--- config.mk ---
export PLATFORM = sky130hd
export DESIGN_NAME = transmit_request_framer_flat
export DESIGN_NICKNAME = d
export VERILOG_FILES = /design/src/rtl/tfr_pkg.sv /design/src/rtl/tfr_if.sv /design/src/rtl/transmit_request_framer.sv /design/src/rtl/tfr_seq.sv /design/src/rtl/tfr_out_reg.sv /design/src/flat_wrapper.sv
export VERILOG_INCLUDE_DIRS = /design/src /design/src/rtl
export SDC_FILE = /design/constraint.sdc
export NUM_CORES = 1
export LEC_CHECK = 0
export BUFFER_PORTS_ARGS = -buffer_cell sky130_fd_sc_hd__buf_2
export CORE_MARGIN = 2
export CORE_UTILIZATION = 55
export CTS_BUF_LIST = sky130_fd_sc_hd__clkbuf_4 sky130_fd_sc_hd__clkbuf_8
export CTS_CLUSTER_DIAMETER = 100
export CTS_CLUSTER_SIZE = 12
export DETAILED_ROUTE_END_ITERATION = 16
export PLACE_DENSITY = 0.87
export SLEW_MARGIN = 15
export SYNTH_ARGS = -nofsm -noshare
export SYNTH_HDL_FRONTEND = slang
export SYNTH_HIERARCHICAL = 1
export SYNTH_SLANG_ARGS = --single-unit
--- constraint.sdc ---
create_clock -name clk -period 6.83 [get_ports clk]
set_clock_uncertainty 0.05 [all_clocks]
set_input_delay 0.3415 -clock clk [delete_from_list [all_inputs] [get_ports clk]]
set_output_delay 0.3415 -clock clk [all_outputs]
set_load 0.02 [all_outputs]
--- src/rtl/transmit_request_framer_assert.svh ---
// assertion macros for the frame serializer
`ifndef TRANSMIT_REQUEST_FRAMER_ASSERT_SVH
`define TRANSMIT_REQUEST_FRAMER_ASSERT_SVH

`ifndef SYNTHESIS

// same-cycle implication, sampled on clk, off while rst is high
`define TFR_ASSERT_IMP(label, pre, post, msg) \
  label: assert property (@(posedge clk) disable iff (rst) (pre) |-> (post)) \
    else $error(msg);

// next-cycle implication, sampled on clk, off while rst is high
`define TFR_ASSERT_NXT(label, pre, post, msg) \
  label: assert property (@(posedge clk) disable iff (rst) (pre) |=> (post)) \
    else $error(msg);

`else

`define TFR_ASSERT_IMP(label, pre, post, msg)
`define TFR_ASSERT_NXT(label, pre, post, msg)

`endif

`endif

--- src/rtl/tfr_pkg.sv ---
package tfr_pkg;

  // item opcodes
  localparam logic OP_START   = 1'b0;
  localparam logic OP_PAYLOAD = 1'b1;

  // frame constants
  localparam int unsigned DEFAULT_MAX_PAYLOAD = 237;
  localparam logic [7:0]  HEADER_LEN          = 8'd14;
  localparam logic [7:0]  DELIM_RESET         = 8'd126;

  // configuration port
  localparam int unsigned PADDR_W             = 3;
  localparam logic        REG_START_DELIMITER = 1'b0;

  // byte positions within a start item
  localparam int unsigned POS_W        = 5;
  localparam logic [4:0]  POS_DELIM    = 5'd0;
  localparam logic [4:0]  POS_LEN_HI   = 5'd1;
  localparam logic [4:0]  POS_LEN_LO   = 5'd2;
  localparam logic [4:0]  POS_HDR_LAST = 5'd16;
  localparam logic [4:0]  POS_CSUM     = 5'd17;
  localparam logic [4:0]  POS_HDR_FIRST = 5'd3;

  // byte positions within a payload item
  localparam logic [4:0]  POS_PAY_DATA = 5'd0;
  localparam logic [4:0]  POS_PAY_CSUM = 5'd1;

  // one accepted input item
  typedef struct packed {
    logic        op;
    logic [7:0]  frame_type;
    logic [7:0]  frame_ident;
    logic [31:0] dest_high;
    logic [31:0] dest_low;
    logic [15:0] net_addr;
    logic [7:0]  hop_radius;
    logic [7:0]  tx_options;
    logic [7:0]  payload_count;
    logic [7:0]  payload_byte;
  } item_t;

  // one output word
  typedef struct packed {
    logic [7:0] out_byte;
    logic       run_last;
    logic       frame_done;
  } word_t;

  // sequencer status toward the top level
  typedef struct packed {
    logic busy;
    logic push;
  } seq_stat_t;

endpackage

--- src/rtl/tfr_if.sv ---
// input item channel
interface tfr_item_if;
  logic        valid;
  logic        ready;
  logic        op;
  logic [7:0]  frame_type;
  logic [7:0]  frame_ident;
  logic [31:0] dest_high;
  logic [31:0] dest_low;
  logic [15:0] net_addr;
  logic [7:0]  hop_radius;
  logic [7:0]  tx_options;
  logic [7:0]  payload_count;
  logic [7:0]  payload_byte;

  modport source (
    output valid, op, frame_type, frame_ident, dest_high, dest_low, net_addr,
           hop_radius, tx_options, payload_count, payload_byte,
    input  ready
  );
  modport sink (
    input  valid, op, frame_type, frame_ident, dest_high, dest_low, net_addr,
           hop_radius, tx_options, payload_count, payload_byte,
    output ready
  );
endinterface

// serialized byte channel
interface tfr_byte_if;
  logic       valid;
  logic       ready;
  logic [7:0] out_byte;
  logic       run_last;
  logic       frame_done;

  modport source (
    output valid, out_byte, run_last, frame_done,
    input  ready
  );
  modport sink (
    input  valid, out_byte, run_last, frame_done,
    output ready
  );
endinterface

--- src/rtl/transmit_request_framer.sv ---
// transmit request framer: one byte word per cycle on the output channel while the receiver holds ready
// the first byte of an accepted item passes through the item register, then the output register
// a start item occupies the sequencer for 17 output bytes, 18 with an empty payload
// a payload item emits its byte, and also the checksum when it closes the frame; an ignored one emits nothing
// throughput is set by the single byte-wide output register, one word per cycle while ready is held high
// reset (rst, synchronous): frame state idle and cleared, delimiter back to 126
module transmit_request_framer #(
  parameter int unsigned MAX_PAYLOAD = tfr_pkg::DEFAULT_MAX_PAYLOAD
) (
  input  logic                         clk,
  input  logic                         rst,
  input  logic                         psel,
  input  logic                         penable,
  input  logic                         pwrite,
  input  logic [tfr_pkg::PADDR_W-1:0]  paddr,
  input  logic [31:0]                  pwdata,
  output logic [31:0]                  prdata,
  output logic                         pready,
  tfr_item_if.sink                     item,
  tfr_byte_if.source                   stream
);
  import tfr_pkg::*;

  logic       [7:0] delim;
  logic             cfg_wr;
  item_t            item_d;
  logic             take;
  logic             load;
  logic             out_free;
  word_t            seq_word;
  word_t            out_word;
  seq_stat_t        seq_stat;

  // register port
  assign pready = 1'b1;
  assign cfg_wr = psel && penable && pwrite && pready && (paddr[2] == REG_START_DELIMITER);
  assign prdata = (paddr[2] == REG_START_DELIMITER) ? {24'd0, delim} : 32'd0;

  always_ff @(posedge clk) begin
    if (rst) begin
      delim <= DELIM_RESET;
    end else if (cfg_wr) begin
      delim <= pwdata[7:0];
    end
  end

  // input channel
  assign item_d.op            = item.op;
  assign item_d.frame_type    = item.frame_type;
  assign item_d.frame_ident   = item.frame_ident;
  assign item_d.dest_high     = item.dest_high;
  assign item_d.dest_low      = item.dest_low;
  assign item_d.net_addr      = item.net_addr;
  assign item_d.hop_radius    = item.hop_radius;
  assign item_d.tx_options    = item.tx_options;
  assign item_d.payload_count = item.payload_count;
  assign item_d.payload_byte  = item.payload_byte;
  assign item.ready           = take;
  assign load                 = item.valid && take;

  tfr_seq #(
    .MAX_PAYLOAD (MAX_PAYLOAD)
  ) u_seq (
    .clk      (clk),
    .rst      (rst),
    .load     (load),
    .item_d   (item_d),
    .delim    (delim),
    .out_free (out_free),
    .take     (take),
    .word     (seq_word),
    .stat     (seq_stat)
  );

  tfr_out_reg u_out (
    .clk      (clk),
    .rst      (rst),
    .push     (seq_stat.push),
    .word_d   (seq_word),
    .ready    (stream.ready),
    .out_free (out_free),
    .valid    (stream.valid),
    .word_q   (out_word)
  );

  // output channel
  assign stream.out_byte   = out_word.out_byte;
  assign stream.run_last   = out_word.run_last;
  assign stream.frame_done = out_word.frame_done;

  // checks
  `include "transmit_request_framer_assert.svh"

  `TFR_ASSERT_IMP(a_push_free, seq_stat.push, out_free, "word pushed into a full output register")
  `TFR_ASSERT_IMP(a_idle_ready, !seq_stat.busy, item.ready, "idle sequencer refuses an item")
  `TFR_ASSERT_IMP(a_csum_last, stream.valid && stream.frame_done, stream.run_last, "checksum not last word")
  `TFR_ASSERT_NXT(a_load_busy, load, seq_stat.busy, "accepted item did not occupy the sequencer")

endmodule

--- src/rtl/tfr_seq.sv ---
module tfr_seq #(
  parameter int unsigned MAX_PAYLOAD = tfr_pkg::DEFAULT_MAX_PAYLOAD
) (
  input  logic               clk,
  input  logic               rst,
  input  logic               load,
  input  tfr_pkg::item_t     item_d,
  input  logic [7:0]         delim,
  input  logic               out_free,
  output logic               take,
  output tfr_pkg::word_t     word,
  output tfr_pkg::seq_stat_t stat
);
  import tfr_pkg::*;

  localparam logic [7:0] MAX_CNT = 8'(MAX_PAYLOAD);

  logic             busy;
  item_t            cur;
  logic [POS_W-1:0] pos;
  logic [7:0]       running_sum;
  logic [7:0]       bytes_left;
  logic             in_frame;

  logic             is_start;
  logic             has_byte;
  logic             last_byte;
  logic             emit;
  logic             finish;
  logic [15:0]      frame_len;
  logic [7:0]       hdr [14];
  logic [3:0]       hdr_sel;
  logic [7:0]       byte_sel;
  logic [7:0]       cnt_sat;
  item_t            item_sat;

  // saturate the payload count as the item comes in
  assign cnt_sat = (item_d.payload_count > MAX_CNT) ? MAX_CNT : item_d.payload_count;

  always_comb begin
    item_sat               = item_d;
    item_sat.payload_count = cnt_sat;
  end

  // header bytes in wire order
  always_comb begin
    hdr[0]  = cur.frame_type;
    hdr[1]  = cur.frame_ident;
    hdr[2]  = cur.dest_high[31:24];
    hdr[3]  = cur.dest_high[23:16];
    hdr[4]  = cur.dest_high[15:8];
    hdr[5]  = cur.dest_high[7:0];
    hdr[6]  = cur.dest_low[31:24];
    hdr[7]  = cur.dest_low[23:16];
    hdr[8]  = cur.dest_low[15:8];
    hdr[9]  = cur.dest_low[7:0];
    hdr[10] = cur.net_addr[15:8];
    hdr[11] = cur.net_addr[7:0];
    hdr[12] = cur.hop_radius;
    hdr[13] = cur.tx_options;
  end

  assign frame_len = 16'(HEADER_LEN) + 16'(cur.payload_count);
  assign hdr_sel   = 4'(pos - POS_HDR_FIRST);
  assign is_start  = (cur.op == OP_START);
  // a payload word outside a frame produces nothing
  assign has_byte  = is_start || in_frame;

  // byte select for the current position
  always_comb begin
    if (is_start) begin
      unique case (pos)
        POS_DELIM:  byte_sel = delim;
        POS_LEN_HI: byte_sel = frame_len[15:8];
        POS_LEN_LO: byte_sel = frame_len[7:0];
        POS_CSUM:   byte_sel = ~running_sum;
        default: begin
          byte_sel = (pos <= POS_HDR_LAST) ? hdr[hdr_sel] : 8'h00;
        end
      endcase
    end else begin
      byte_sel = (pos == POS_PAY_CSUM) ? ~running_sum : cur.payload_byte;
    end
  end

  // last byte this item produces
  always_comb begin
    if (is_start) begin
      last_byte = (cur.payload_count == 8'd0) ? (pos == POS_CSUM) : (pos == POS_HDR_LAST);
    end else begin
      last_byte = (bytes_left == 8'd1) ? (pos == POS_PAY_CSUM) : 1'b1;
    end
  end

  assign emit   = busy && has_byte && out_free;
  assign finish = busy && (!has_byte || (emit && last_byte));
  assign take   = !busy || finish;

  assign word.out_byte   = byte_sel;
  assign word.run_last   = last_byte;
  assign word.frame_done = is_start ? (pos == POS_CSUM) : (pos == POS_PAY_CSUM);

  assign stat.busy = busy;
  assign stat.push = emit;

  // item register and position counter
  always_ff @(posedge clk) begin
    if (rst) begin
      busy <= 1'b0;
      pos  <= POS_DELIM;
    end else if (load) begin
      busy <= 1'b1;
      pos  <= POS_DELIM;
    end else begin
      if (finish) begin
        busy <= 1'b0;
      end
      if (emit) begin
        pos <= last_byte ? POS_DELIM : pos + 5'd1;
      end
    end
  end

  always_ff @(posedge clk) begin
    if (load) begin
      cur <= item_sat;
    end
  end

  // frame state: checksum accumulator, remaining payload, frame open
  always_ff @(posedge clk) begin
    if (rst) begin
      running_sum <= 8'd0;
      bytes_left  <= 8'd0;
      in_frame    <= 1'b0;
    end else if (emit) begin
      if (is_start) begin
        if (pos == POS_DELIM || pos == POS_CSUM) begin
          running_sum <= 8'd0;
        end else if (pos >= POS_HDR_FIRST && pos <= POS_HDR_LAST) begin
          running_sum <= running_sum + byte_sel;
        end
        if (last_byte) begin
          bytes_left <= cur.payload_count;
          in_frame   <= (cur.payload_count != 8'd0);
        end
      end else if (pos == POS_PAY_DATA) begin
        running_sum <= running_sum + cur.payload_byte;
        bytes_left  <= bytes_left - 8'd1;
      end else begin
        running_sum <= 8'd0;
        in_frame    <= 1'b0;
      end
    end
  end

endmodule

--- src/rtl/tfr_out_reg.sv ---
module tfr_out_reg (
  input  logic           clk,
  input  logic           rst,
  input  logic           push,
  input  tfr_pkg::word_t word_d,
  input  logic           ready,
  output logic           out_free,
  output logic           valid,
  output tfr_pkg::word_t word_q
);
  import tfr_pkg::*;

  // slot frees when empty or being drained this cycle
  assign out_free = !valid || ready;

  always_ff @(posedge clk) begin
    if (rst) begin
      valid <= 1'b0;
    end else if (out_free) begin
      valid <= push;
    end
  end

  always_ff @(posedge clk) begin
    if (out_free && push) begin
      word_q <= word_d;
    end
  end

endmodule

--- src/flat_wrapper.sv ---
// flat-port wrapper written by rule: the top's interface ports become plain ports
module transmit_request_framer_flat import tfr_pkg::*;
#(
  parameter int unsigned MAX_PAYLOAD = tfr_pkg::DEFAULT_MAX_PAYLOAD
)
  (clk, rst, psel, penable, pwrite, paddr, pwdata, prdata, pready, item_valid, item_op, item_frame_type, item_frame_ident, item_dest_high, item_dest_low, item_net_addr, item_hop_radius, item_tx_options, item_payload_count, item_payload_byte, item_ready, stream_valid, stream_out_byte, stream_run_last, stream_frame_done, stream_ready);
  tfr_item_if item_i ();
  tfr_byte_if stream_i ();
  input  logic clk;
  input  logic rst;
  input  logic psel;
  input  logic penable;
  input  logic pwrite;
  input  logic [tfr_pkg::PADDR_W-1:0] paddr;
  input  logic [31:0] pwdata;
  output logic [31:0] prdata;
  output logic pready;
  input wire logic [$bits(item_i.valid)-1:0] item_valid;
  input wire logic [$bits(item_i.op)-1:0] item_op;
  input wire logic [$bits(item_i.frame_type)-1:0] item_frame_type;
  input wire logic [$bits(item_i.frame_ident)-1:0] item_frame_ident;
  input wire logic [$bits(item_i.dest_high)-1:0] item_dest_high;
  input wire logic [$bits(item_i.dest_low)-1:0] item_dest_low;
  input wire logic [$bits(item_i.net_addr)-1:0] item_net_addr;
  input wire logic [$bits(item_i.hop_radius)-1:0] item_hop_radius;
  input wire logic [$bits(item_i.tx_options)-1:0] item_tx_options;
  input wire logic [$bits(item_i.payload_count)-1:0] item_payload_count;
  input wire logic [$bits(item_i.payload_byte)-1:0] item_payload_byte;
  output wire logic [$bits(item_i.ready)-1:0] item_ready;
  output wire logic [$bits(stream_i.valid)-1:0] stream_valid;
  output wire logic [$bits(stream_i.out_byte)-1:0] stream_out_byte;
  output wire logic [$bits(stream_i.run_last)-1:0] stream_run_last;
  output wire logic [$bits(stream_i.frame_done)-1:0] stream_frame_done;
  input wire logic [$bits(stream_i.ready)-1:0] stream_ready;
  assign item_i.valid = item_valid;
  assign item_i.op = item_op;
  assign item_i.frame_type = item_frame_type;
  assign item_i.frame_ident = item_frame_ident;
  assign item_i.dest_high = item_dest_high;
  assign item_i.dest_low = item_dest_low;
  assign item_i.net_addr = item_net_addr;
  assign item_i.hop_radius = item_hop_radius;
  assign item_i.tx_options = item_tx_options;
  assign item_i.payload_count = item_payload_count;
  assign item_i.payload_byte = item_payload_byte;
  assign item_ready = item_i.ready;
  assign stream_valid = stream_i.valid;
  assign stream_out_byte = stream_i.out_byte;
  assign stream_run_last = stream_i.run_last;
  assign stream_frame_done = stream_i.frame_done;
  assign stream_i.ready = stream_ready;
  transmit_request_framer #(.MAX_PAYLOAD(MAX_PAYLOAD)) u_core (.clk(clk), .rst(rst), .psel(psel), .penable(penable), .pwrite(pwrite), .paddr(paddr), .pwdata(pwdata), .prdata(prdata), .pready(pready), .item(item_i), .stream(stream_i));
endmodule
==> run metrics <==
status finished clean; number of port buffers 164; fraction of layout cells with a size suffix above 1 0.2767; placed instance count 941; Die Ht 126.2 um; cell row count 44; final hold vios 0; Yosys Warn Count 6; busiest grt layer met2; CP Capture Type register; met1 global-route usage 0.3778; Final Critical Period 5800 ps; Hold Crit Start item_hop_radius[5]; sum of negative setup slack 0 ps; post-place setup slack 1461 ps; clk buf depth 2; first-pass GRT wire length 35,780 um; Power Dens Cells 217.1 mW/mm^2; CTS HTree Levels 4; CP cell instances inv_1 -> ha_1 -> mux4_2 -> nor2b_1 -> a211oi_1 -> a21oi_1 -> a2111oi_0 -> a21oi_1 -> ha_1 -> a21o_1 -> a211o_1 -> a2111oi_1 -> nor4_1 -> o221a_2 -> or3_1; Synth Instances 621; Final WS setup 1030 ps; root buffer cell clkbuf_8; GRT overflow 0; CORE AREA 0.01453 mm^2; Post-CTS Setup Repair Bufs 0; Final period util 0.8492; Synth Cell Area 0.008212 mm^2; Final nets 1,089; worst hold slack 13.67 ps; Critical Path RT 7150 ps; clock sink count 171; Slew @ Worst Pin 1099 ps; fmax 0.1724 GHz; post-DR wirelength/cell 22.32 um; post_cts resized 0; number of DRC markers in iteration 0 796; slowest stage delay, CP 1020 ps; Setup CP Type reg -> reg; Worst Hold Class in -> reg; crit start category register; crit path launch u_core/u_seq/pos[0]; chip width 126.2 um; Layout Cells excl Fill 1,091; total track usage 0.3004; CP Max Fanout 23; DP Area 0.009079 mm^2; RD Place Congestion 0.9340; M3 GR Usage 0.07774; first drt pass iteration count 5; # diodes 0; static leakage 4.162 nW; worst path arrival time 6120 ps; Final ANT Viol Nets 0; via count 6,623; MaxCap Viol Count 0; CTS tree yes; Area Overhead vs Synth 30.17%; worst vdd ir 0.2650 mV; vias in the first global route 6,334; largest net degree at the start of global routing 78; Avg Cell Area, Syn 13.22 um^2; initial antenna violation count 0; RSZ-0062 raised after global routing no; total die area 0.01592 mm^2; number of CTS-inserted buffers 17; initial core utilization 0.5650; total power 2.321 mW; Fill cells 824; grt met2 use 0.5000; Finished Cell Area 0.01069 mm^2; drt total wl 24,350 um; hpwl dp 12,920 um; Clock transition at path regs 110 ps; Max Slew Vio Count 0; final core occ 0.7355; Setup violations, final 0; Crit Reg-Reg Startpoint u_core/u_seq/pos[0]; slowest CP cell ha_1; Rel. slew slack 0.2561; worst skew pair latency 490 ps; DRC Markers 0; IO Pins 216; vias per cell 6.071
==> report_power, final <==
part           switching, mW  internal (mW)
registers             0.0368           1.20
clock network          0.441          0.311
logic                  0.175          0.161
==> placed cells by master, fill, tap and decap left out, drive strengths merged, types with 4 or more instances in the layout <==
| cell | n |
|---|---|
| a211o | 4 |
| a211oi | 8 |
| a21o | 5 |
| a21oi | 41 |
| a31oi | 6 |
| and2 | 5 |
| and2b | 8 |
| buf | 171 |
| clkbuf | 17 |
| clkinv | 7 |
| conb | 25 |
| dfxtp | 32 |
| dlygate4sd3 | 119 |
| edfxtp | 139 |
| ha | 21 |
| inv | 26 |
| mux2i | 20 |
| mux4 | 29 |
| nand2 | 29 |
| nand2b | 8 |
| nand3 | 6 |
| nor2 | 51 |
| nor2b | 7 |
| nor3 | 12 |
| o21a | 5 |
| o21ai | 20 |
| o221ai | 7 |
| or3 | 7 |
| xnor2 | 11 |
| xor2 | 7 |
==> final cells by class <==
class	instances	area, um^2	area share
well taps	184	230.2	0.02154
repair buffers	290	2077	0.1943
multi-input cells	394	3068	0.2870
clock buffers	17	234.0	0.02189
clock inverters	14	185.2	0.01732
inverters	21	78.83	0.007374
flip-flops and latches	171	4816	0.4505
==> state kept, by name, indices dropped and copies added (netlist names) <==
register,flops
u_core/u_seq/cur,129
u_core/u_seq/running_sum,8
u_core/u_out/word_q,10
u_core/u_seq/busy,1
u_core/u_seq/pos,5
u_core/u_out/valid,1
u_core/delim,8
u_core/u_seq/in_frame,1
u_core/u_seq/bytes_left,8
==> worst max-delay path, delay by kind of cell, from the launching register on <==
| kind | cells | cell delay (ps) |
|---|---|---|
| compound gates | 8 | 2490 |
| fa+ha+maj | 2 | 1250 |
| buf+inv | 1 | 170 |
| flops | 1 | 660 |
| mux | 1 | 420 |
| simple gates | 3 | 630 |
==> layer usage <==
layer	share of wire	wire (um)
met1	0.37	9035
met2	0.49	12050
met3	0.11	2576
met4	0.028	686
met5	0	0
==> final timing paths <==
| kind | to | depth (start not counted) | slack (ps) |
|---|---|---|---|
| setup / recovery | u_core/u_seq/running_sum[7] | 15 | 1030 |
| hold / removal | u_core/u_seq/cur[29] | 1 | 10 |
| setup reg to reg | u_core/u_seq/running_sum[7] | 15 | 1030 |
| hold reg to reg | u_core/u_seq/bytes_left[1] | 2 | 440 |
==> timing repair <==
| item | 4_1_cts | 5_1_grt |
|---|---|---|
| endpoints found under the setup margin | 0 | 0 |
| hold buffers | 111 | 8 |
| endpoints found under the hold margin | 111 | 8 |
Power figures use the tool's default switching activity.
